<file path="config.mk">
export PLATFORM = sky130hd
export DESIGN_NAME = session_table_with_timeout_unit
export DESIGN_NICKNAME = d
export VERILOG_FILES = /design/src/hdl/stwt_pkg.sv /design/src/hdl/session_table_with_timeout_unit.sv /design/src/hdl/stwt_ram.sv /design/src/hdl/stwt_ctrl.sv
export SDC_FILE = /design/constraint.sdc
export NUM_CORES = 1
export LEC_CHECK = 0
export ABC_CLOCK_PERIOD_IN_PS = 8660
export BUFFER_PORTS_ARGS = -buffer_cell sky130_fd_sc_hd__buf_2
export CORE_MARGIN = 2
export CORE_UTILIZATION = 30
export DETAILED_ROUTE_END_ITERATION = 12
export PLACE_DENSITY_LB_ADDON = 0.2
export RECOVER_POWER = 25
export SYNTH_ARGS = -nofsm -noshare
export SYNTH_HDL_FRONTEND = slang
export SYNTH_HIERARCHICAL = 1
export SYNTH_SLANG_ARGS = --single-unit
</file>
<file path="constraint.sdc">
create_clock -name clk -period 8.66 [get_ports clk]
set_input_delay 1.732 -clock clk [delete_from_list [all_inputs] [get_ports clk]]
set_output_delay 1.732 -clock clk [all_outputs]
set_load 0.01 [all_outputs]
</file>
<file path="src/hdl/stwt_pkg.sv">
// Session table with idle timeout: shared types and constants.
// No dependencies; used by the top level, stwt_ctrl and the testbench.
package stwt_pkg;

  localparam int unsigned SLOTS = 4;
  localparam int unsigned IDX_W = (SLOTS > 1) ? $clog2(SLOTS) : 1;
  localparam int unsigned OUT_SLOT_W = 2;
  localparam logic [31:0] TIMEOUT_RESET = 32'd1800000;

  localparam logic [1:0] MODE_VALIDATE = 2'd0;
  localparam logic [1:0] MODE_CREATE   = 2'd1;
  localparam logic [1:0] MODE_DESTROY  = 2'd2;

  typedef logic [IDX_W-1:0] idx_t;

  typedef struct packed {
    logic [31:0] ts;
    logic [31:0] addr;
  } entry_t;

  localparam int unsigned ENTRY_W = $bits(entry_t);

  typedef struct packed {
    logic [1:0]  mode;
    logic [31:0] ip;
    logic [31:0] now;
  } req_t;

  typedef struct packed {
    logic                  ok;
    logic [OUT_SLOT_W-1:0] slot;
  } res_t;

  typedef struct packed {
    logic   wr_en;
    idx_t   wr_addr;
    entry_t wr_data;
    logic   rd_en;
    idx_t   rd_addr;
  } mem_req_t;

endpackage

</file>
<file path="src/hdl/session_table_with_timeout_unit.sv">
// Session table with idle timeout: top level, stream ports and timeout register.
// Depends on stwt_pkg, stwt_ctrl and stwt_ram.
//
// One request is in work at a time. The sequencer reads one slot per cycle
// through the single read port of the table RAM, then, in its finishing
// state, loads the result into the output register and returns to idle to
// take the next request. A validate hit or a create on a free slot stops the
// scan early. A new request may be taken while the previous result still
// waits on the output register. The finishing state waits until that result
// has gone, so a stalled output holds the sequencer.
// Each slot has a valid bit cleared at reset, so no clearing pass follows it.
module session_table_with_timeout_unit (
  input  logic        clk,
  input  logic        rst_n,
  input  logic        in_tvalid,
  output logic        in_tready,
  input  logic [71:0] in_tdata,    // mode[1:0], client_ip[33:2], now_ms[65:34], pad
  output logic        out_tvalid,
  input  logic        out_tready,
  output logic [7:0]  out_tdata,   // session_ok[0], slot_used[2:1], pad
  input  logic        cfg_wr_en,
  input  logic [31:0] cfg_wr_data  // idle_timeout_ms
);

  logic [31:0]         timeout_r, timeout_nxt;
  logic                out_tvalid_r, out_tvalid_nxt;
  logic [7:0]          out_tdata_r, out_tdata_nxt;

  logic                start;
  logic                out_free;
  logic                ctrl_idle;
  logic                res_vld;
  stwt_pkg::res_t      res;
  stwt_pkg::req_t      req;
  stwt_pkg::mem_req_t  mem;
  stwt_pkg::entry_t    rd_data;
  logic [stwt_pkg::ENTRY_W-1:0] rd_raw;

  assign in_tready = ctrl_idle;
  assign start     = in_tvalid & in_tready;
  assign out_free  = !out_tvalid_r || out_tready;
  assign req       = '{mode: in_tdata[1:0], ip: in_tdata[33:2], now: in_tdata[65:34]};
  assign rd_data   = stwt_pkg::entry_t'(rd_raw);

  stwt_ctrl u_ctrl (
    .clk      (clk),
    .rst_n    (rst_n),
    .start    (start),
    .req      (req),
    .timeout  (timeout_r),
    .out_free (out_free),
    .idle     (ctrl_idle),
    .res_vld  (res_vld),
    .res      (res),
    .mem      (mem),
    .rd_data  (rd_data)
  );

  stwt_ram #(
    .WIDTH (stwt_pkg::ENTRY_W),
    .DEPTH (stwt_pkg::SLOTS)
  ) u_ram (
    .clk     (clk),
    .wr_en   (mem.wr_en),
    .wr_addr (mem.wr_addr),
    .wr_data (mem.wr_data),
    .rd_en   (mem.rd_en),
    .rd_addr (mem.rd_addr),
    .rd_data (rd_raw)
  );

  always_comb begin
    timeout_nxt    = cfg_wr_en ? cfg_wr_data : timeout_r;
    out_tvalid_nxt = out_tvalid_r;
    out_tdata_nxt  = out_tdata_r;
    if (res_vld) begin
      out_tvalid_nxt = 1'b1;
      out_tdata_nxt  = {5'd0, res.slot, res.ok};
    end else if (out_tready) begin
      out_tvalid_nxt = 1'b0;
    end
  end

  always_ff @(posedge clk) begin
    if (!rst_n) begin
      timeout_r    <= stwt_pkg::TIMEOUT_RESET;
      out_tvalid_r <= 1'b0;
    end else begin
      timeout_r    <= timeout_nxt;
      out_tvalid_r <= out_tvalid_nxt;
    end
  end

  always_ff @(posedge clk) begin
    out_tdata_r <= out_tdata_nxt;
  end

  assign out_tvalid = out_tvalid_r;
  assign out_tdata  = out_tdata_r;

endmodule

</file>
<file path="src/hdl/stwt_ram.sv">
// Generic simple dual-port RAM, one write and one registered read port.
// No dependencies.
module stwt_ram #(
  parameter int unsigned WIDTH = 64,
  parameter int unsigned DEPTH = 4,
  localparam int unsigned AW = (DEPTH > 1) ? $clog2(DEPTH) : 1
) (
  input  logic             clk,
  input  logic             wr_en,
  input  logic [AW-1:0]    wr_addr,
  input  logic [WIDTH-1:0] wr_data,
  input  logic             rd_en,
  input  logic [AW-1:0]    rd_addr,
  output logic [WIDTH-1:0] rd_data
);

  logic [WIDTH-1:0] mem_r [DEPTH];
  logic [WIDTH-1:0] rd_data_r;

  always_ff @(posedge clk) begin
    if (wr_en) begin
      mem_r[wr_addr] <= wr_data;
    end
    if (rd_en) begin
      rd_data_r <= mem_r[rd_addr];
    end
  end

  assign rd_data = rd_data_r;

endmodule

</file>
<file path="src/hdl/stwt_ctrl.sv">
// Scan sequencer: walks the slots one per cycle, read-modify-write on the table.
// Depends on stwt_pkg.
module stwt_ctrl (
  input  logic              clk,
  input  logic              rst_n,
  input  logic              start,
  input  stwt_pkg::req_t    req,
  input  logic [31:0]       timeout,
  input  logic              out_free,
  output logic              idle,
  output logic              res_vld,
  output stwt_pkg::res_t    res,
  output stwt_pkg::mem_req_t mem,
  input  stwt_pkg::entry_t  rd_data
);

  localparam logic [1:0] ST_IDLE = 2'd0;
  localparam logic [1:0] ST_SCAN = 2'd1;
  localparam logic [1:0] ST_FIN  = 2'd2;

  logic [1:0]           state_r, state_nxt;
  logic [1:0]           mode_r, mode_nxt;
  logic [31:0]          ip_r, ip_nxt;
  logic [31:0]          now_r, now_nxt;
  stwt_pkg::idx_t       chk_idx_r, chk_idx_nxt;
  stwt_pkg::idx_t       victim_r, victim_nxt;
  logic [31:0]          victim_ts_r, victim_ts_nxt;
  logic                 ok_r, ok_nxt;
  stwt_pkg::idx_t       slot_r, slot_nxt;
  logic [stwt_pkg::SLOTS-1:0] valid_r, valid_nxt;

  stwt_pkg::entry_t     ent;
  logic [31:0]          idle_ms;
  logic                 last;
  logic                 fin;

  // never-written slots read as free with a zero timestamp
  assign ent     = valid_r[chk_idx_r] ? rd_data : '0;
  assign idle_ms = now_r - ent.ts;
  assign last    = (chk_idx_r == stwt_pkg::idx_t'(stwt_pkg::SLOTS - 1));
  assign idle    = (state_r == ST_IDLE);

  always_comb begin
    state_nxt     = state_r;
    mode_nxt      = mode_r;
    ip_nxt        = ip_r;
    now_nxt       = now_r;
    chk_idx_nxt   = chk_idx_r;
    victim_nxt    = victim_r;
    victim_ts_nxt = victim_ts_r;
    ok_nxt        = ok_r;
    slot_nxt      = slot_r;
    mem           = '0;
    res_vld       = 1'b0;
    res           = '0;
    fin           = 1'b0;
    case (state_r)
      ST_IDLE: begin
        if (start) begin
          mode_nxt      = req.mode;
          ip_nxt        = req.ip;
          now_nxt       = req.now;
          ok_nxt        = 1'b0;
          slot_nxt      = '0;
          victim_nxt    = '0;
          victim_ts_nxt = '0;
          chk_idx_nxt   = '0;
          mem.rd_en     = 1'b1;
          mem.rd_addr   = '0;
          state_nxt     = ST_SCAN;
        end
      end
      ST_SCAN: begin
        mem.rd_en   = !last;
        mem.rd_addr = chk_idx_r + 1'b1;
        chk_idx_nxt = chk_idx_r + 1'b1;
        fin         = last;
        case (mode_r)
          stwt_pkg::MODE_VALIDATE: begin
            if (ent.addr != 32'd0 && ent.addr == ip_r) begin
              mem.wr_en   = 1'b1;
              mem.wr_addr = chk_idx_r;
              if (idle_ms < timeout) begin
                mem.wr_data = '{ts: now_r, addr: ent.addr};
                ok_nxt      = 1'b1;
                slot_nxt    = chk_idx_r;
                fin         = 1'b1;
              end else begin
                // expired: free the slot, keep its timestamp
                mem.wr_data = '{ts: ent.ts, addr: 32'd0};
              end
            end
          end
          stwt_pkg::MODE_CREATE: begin
            if (ent.addr == 32'd0) begin
              victim_nxt = chk_idx_r;
              fin        = 1'b1;
            end else if (chk_idx_r == '0 || ent.ts < victim_ts_r) begin
              victim_nxt    = chk_idx_r;
              victim_ts_nxt = ent.ts;
            end
          end
          stwt_pkg::MODE_DESTROY: begin
            if (ent.addr == ip_r) begin
              mem.wr_en   = 1'b1;
              mem.wr_addr = chk_idx_r;
              mem.wr_data = '{ts: ent.ts, addr: 32'd0};
            end
          end
          default: ;
        endcase
        if (fin) begin
          state_nxt = ST_FIN;
        end
      end
      ST_FIN: begin
        if (out_free) begin
          res_vld   = 1'b1;
          state_nxt = ST_IDLE;
          if (mode_r == stwt_pkg::MODE_CREATE) begin
            mem.wr_en   = 1'b1;
            mem.wr_addr = victim_r;
            mem.wr_data = '{ts: now_r, addr: ip_r};
            res.ok      = 1'b0;
            res.slot    = stwt_pkg::OUT_SLOT_W'(victim_r);
          end else begin
            res.ok      = ok_r;
            res.slot    = stwt_pkg::OUT_SLOT_W'(slot_r);
          end
        end
      end
      default: begin
        state_nxt = ST_IDLE;
      end
    endcase
  end

  always_comb begin
    valid_nxt = valid_r;
    if (mem.wr_en) begin
      valid_nxt[mem.wr_addr] = 1'b1;
    end
  end

  always_ff @(posedge clk) begin
    if (!rst_n) begin
      state_r <= ST_IDLE;
      valid_r <= '0;
    end else begin
      state_r <= state_nxt;
      valid_r <= valid_nxt;
    end
  end

  always_ff @(posedge clk) begin
    mode_r      <= mode_nxt;
    ip_r        <= ip_nxt;
    now_r       <= now_nxt;
    chk_idx_r   <= chk_idx_nxt;
    victim_r    <= victim_nxt;
    victim_ts_r <= victim_ts_nxt;
    ok_r        <= ok_nxt;
    slot_r      <= slot_nxt;
  end

endmodule

</file>
==> impl_metrics.tcl <==
set metrics [dict create \
    result_of_the_run "finished with violations" \
    violations_in_the_final_reports "capacitance limit, slew limit" \
    crit_path_top_delay_cell "mux4_2" \
    dr.pass1.iters 5 \
    synth_top_flop_cell "edfxtp_1" \
    grt_max_degree 65 \
    num_rows 98 \
    switching_share_pct 30.48 \
    final.setup_skew_ns 0.02252 \
    seq_power_share_pct 45.9 \
    worst_setup_path_class "flip-flop to flip-flop" \
    multi_input_comb_area_sq_um 7153 \
    reg2regPathDepth 24 \
    critPathMaxStageDelay_ns 0.75 \
    dr_vias_cell 4.759 \
    io_pins 119 \
    synthToLayoutAreaGrowth_pct 14.70 \
    cts_tree "built" \
    fp.dieArea_sq_um 74290 \
    synth_fa_ha_area_share_pct 5.817 \
    crit_buf_inv 3 \
    worst_pin_slew_ns 3.031 \
    power.switching_w 0.002155 \
    grt_pass1_wl_um 76710 \
    final_routed_wirelength_across_all_metal_layers_um 50100 \
    endpoint_kind "flip-flop" \
    numCtsBuffers 54 \
    timing.final.setup_violations 0 \
    clock_tree.root_cell "clkbuf_16" \
    worst-path-max-fanout 32 \
    synth_edf_count 428 \
    place.detailed.instances 2475 \
    vias 12260 \
    cts-hold-fix-buffers 0 \
    max_slew_margin_pct -102.0 \
    cts.clk_slew.worst_paths_ns 0.06 \
    power.density_cell_area_nw_per_um2 284.8 \
    grt_usage_pct 13.54 \
    worstPathRequired_ns 9.03 \
    post_cts_resized 0 \
    post_synth_instance_area_sq_um 21640 \
    cp_num_cells 24 \
    finalMaxSlewViolations 146 \
    detail_route.wl_per_cell_um 19.44 \
    synth.top_cell.area_share_pct 59.40 \
    synth_seq_cells 467 \
    cts_num_sinks 467 \
    grt_setup_unrepaired "false" \
    ant_nets 0 \
    post_synth_inst_count 1458 \
    layout.cells.non_filler 2577 \
    max_cap_violations 4 \
    finalWeightedCongestion 0.7237 \
    layout.nets 1790 \
    worstSetupStartpointType "flip-flop" \
    synth_async_sr_flop_share_pct 0 \
    final_number_of_hold_violating_endpoints 0 \
    holdCritPathClass "flip-flop to flip-flop" \
    pwr-share-clk_pct 32.1 \
    ff_latch_area_sq_um 13630 \
    timing.critical_path.arrival_ns 7.68 \
    clk-insertion-delay-late_ns 0.61 \
    ordered_cell_list_for_the_critical_path "mux4_2 -> nand2_1 -> inv_1 -> ha_1 -> inv_1 -> fa_1 -> a21o_1 -> a221oi_2 -> o211ai_1 -> a41o_1 -> a31o_1 -> a211o_1 -> nor3b_1 -> a2111oi_2 -> xnor2_1 -> ha_1 -> nand4_1 -> or2_2 -> a211oi_1 -> nor2_1 -> nor2_1 -> o2111ai_4 -> buf_4 -> o2bb2ai_1" \
    synth_mux_area_share_pct 8.454 \
    holdWs_ns 0.4570 \
    post-synth-top-count-cell "edfxtp_1" \
    via_count_of_the_first_global_routing_pass 12870 \
    cp_delay_by_family_top "compound AO/OA/AOI/OAI gates" \
    post_route_cells_drive_above_1_share_pct 17.52 \
    cts_max_path_bufs 3 \
    power_internal_w 0.004914 \
    yosys.area_share.xor_xnor_pct 1.903 \
    setup_total_negative_slack_ns 0 \
    rr_startpoint "u_ctrl/chk_idx_r[0]$_SDFFCE_PN0P_" \
    global_route.overflow_total 0 \
    reg2reg_slack_ns 1.36 \
    core_region_area_sq_um 71490 \
    antenna_violations_before_repair 0 \
    cell_leakage_power_nw 9.132 \
    postCtsSetupRepairBufs 0 \
    cts.htree.levels 2 \
    clock.fmax_mhz 136.9 \
    route.detailed.drc 0 \
    place.port_buffers 107 \
    largest_family_of_logic_cells_by_synthesized_area "compound AO/OA/AOI/OAI gates" \
    period_minus_slack_ns 7.305 \
    synth_area_leaders "edfxtp_1 59%, mux4_2 6.3%, ha_1 5.7%" \
    die_width_um 272.6 \
    seq_area_frac_synth_pct 63.01 \
    synthDistinctLibCells 68 \
    critPathCapture "u_ram/mem_r[0][43]$_DFFE_PP_" \
    n_antenna_cell 0 \
    synth_area_leader_cell "edfxtp_1" \
    detail_route.iter0.violations 686 \
    peakVddDrop_mv 0.1567 \
    fill_cells 6915 \
    min_period_over_period_pct 84.35 \
    syn-mean-instance-area_sq_um 14.84 \
    r2r_end "u_ram/mem_r[0][43]$_DFFE_PP_" \
    synth-warning-count 6 \
    synth_commonest_cells "428 x edfxtp_1, 118 x inv_1, 99 x ha_1" \
    timing.critical_path.from "u_ctrl/chk_idx_r[0]$_SDFFCE_PN0P_" \
    start_util_pct 30.27 \
    comb_power_share_pct 22.0 \
    die_height_um 272.6 \
    detailedPlacementHpwl_um 31180 \
    synth_compound_gate_area_share_pct 9.674 \
    yosys.area_share.simple_pct 6.962 \
]
[kinds of logic (layout without fill, tap and decap cells)]
group | after synthesis | after routing
AO/OA/AOI/OAI | 264 | 264
XOR/XNOR | 47 | 47
adder cells (fa/ha/maj) | 100 | 100
buffers and inverters | 181 | 346
flip-flops | 467 | 467
multiplexers | 100 | 100
other | 1 | 5
AND/OR/NAND/NOR | 298 | 298
[through the flow]
step                utilization, %  setup slack (ns)  power (W)  area (sq um)
floorplan                        -            0.5148   0.004363         21650
global placement             32.32             1.334   0.004856         23110
detailed placement           32.32             1.234   0.004879         23110
CTS                          34.79             1.218   0.007187         24870
global route                 34.72            0.8357   0.007483         24820
finish                       34.72             1.355   0.007069         24820
[worst min path at each step]
| stage | startpoint | to | slack, ns | cells past startpoint |
|---|---|---|---|---|
| floorplan | u_ctrl/valid_r[3]$_SDFFE_PN0P_ | u_ctrl/valid_r[3]$_SDFFE_PN0P_ | 0.41 | 2 |
| global placement | u_ctrl/valid_r[2]$_SDFFE_PN0P_ | u_ctrl/valid_r[2]$_SDFFE_PN0P_ | 0.43 | 2 |
| detailed placement | u_ctrl/valid_r[3]$_SDFFE_PN0P_ | u_ctrl/valid_r[3]$_SDFFE_PN0P_ | 0.44 | 2 |
| CTS | u_ctrl/valid_r[1]$_SDFFE_PN0P_ | u_ctrl/valid_r[1]$_SDFFE_PN0P_ | 0.46 | 2 |
| global route | u_ctrl/valid_r[2]$_SDFFE_PN0P_ | u_ctrl/valid_r[2]$_SDFFE_PN0P_ | 0.48 | 2 |
| finish | u_ctrl/valid_r[2]$_SDFFE_PN0P_ | u_ctrl/valid_r[2]$_SDFFE_PN0P_ | 0.46 | 2 |
[final cells by class]
class | instances | area share, %
clock inverter | 27 | 0.9629
timing repair buffer | 126 | 2.566
sequential | 467 | 54.93
multi-input combinational | 814 | 28.82
tap | 950 | 4.790
inverter | 118 | 1.785
clock buffer | 75 | 6.141
[cells in the final DEF, fill, tap and decap left out, types with 4 or more instances in the layout]
cell       count
o2bb2ai_2     30
mux4_2        61
nor4bb_1       4
nor2b_1       29
a22oi_1       48
bufinv_16      4
a21o_1        43
buf_2         83
clkbuf_16     57
and2_0         5
ha_1          99
a21oi_1       39
nor4_1        11
dfxtp_1       39
a31oi_1        4
and4_1         4
mux4_1         4
o211ai_1       4
clkinv_2       4
conb_1         5
mux2i_1       35
edfxtp_1     428
nand3_1       17
clkbuf_1      42
nor2_1        68
xnor2_1       36
and3_1        39
o21ai_0       32
clkinv_1      13
nand4_1       14
xor2_1        11
inv_1        117
buf_4         16
o31ai_1       18
nand2b_1       8
a31o_2         5
nand2_1       77
or3_1          4
[tightest hold or removal path: cells and delay by family (launching register included)]
kind,cells,cell delay (ns)
simple gates,1,0.05
compound gates,1,0.05
flops,1,0.32
[routing by layer]
metal,share of wire (%),track usage (%)
met3,4.4,2.241
met4,2.0,3.875
met1,47,18.39
met2,47,22.32
met5,0,0
[flip-flops by register name, summed over array words and instances (netlist names)]
register            flops
u_ram/mem_r           256
u_ram/rd_data          64
timeout_r              32
u_ctrl/ip_r            32
u_ctrl/now_r           32
u_ctrl/victim_ts_r     32
u_ctrl/valid_r          4
out_tdata               3
u_ctrl/chk_idx_r        2
u_ctrl/mode_r           2
u_ctrl/slot_r           2
u_ctrl/state_r          2
u_ctrl/victim_r         2
out_tvalid              1
u_ctrl/ok_r             1
[power groups by stage]
| stage | combinational, W | sequential (W) | clock (W) |
|---|---|---|---|
| floorplan | 0.00119 | 0.00317 | 0 |
| global placement | 0.00158 | 0.00328 | 0 |
| detailed placement | 0.00160 | 0.00328 | 0 |
| CTS | 0.00161 | 0.00324 | 0.00234 |
| global route | 0.00176 | 0.00330 | 0.00242 |
| finish | 0.00156 | 0.00325 | 0.00227 |
Note: power is estimated with default switching activity, not from simulation.
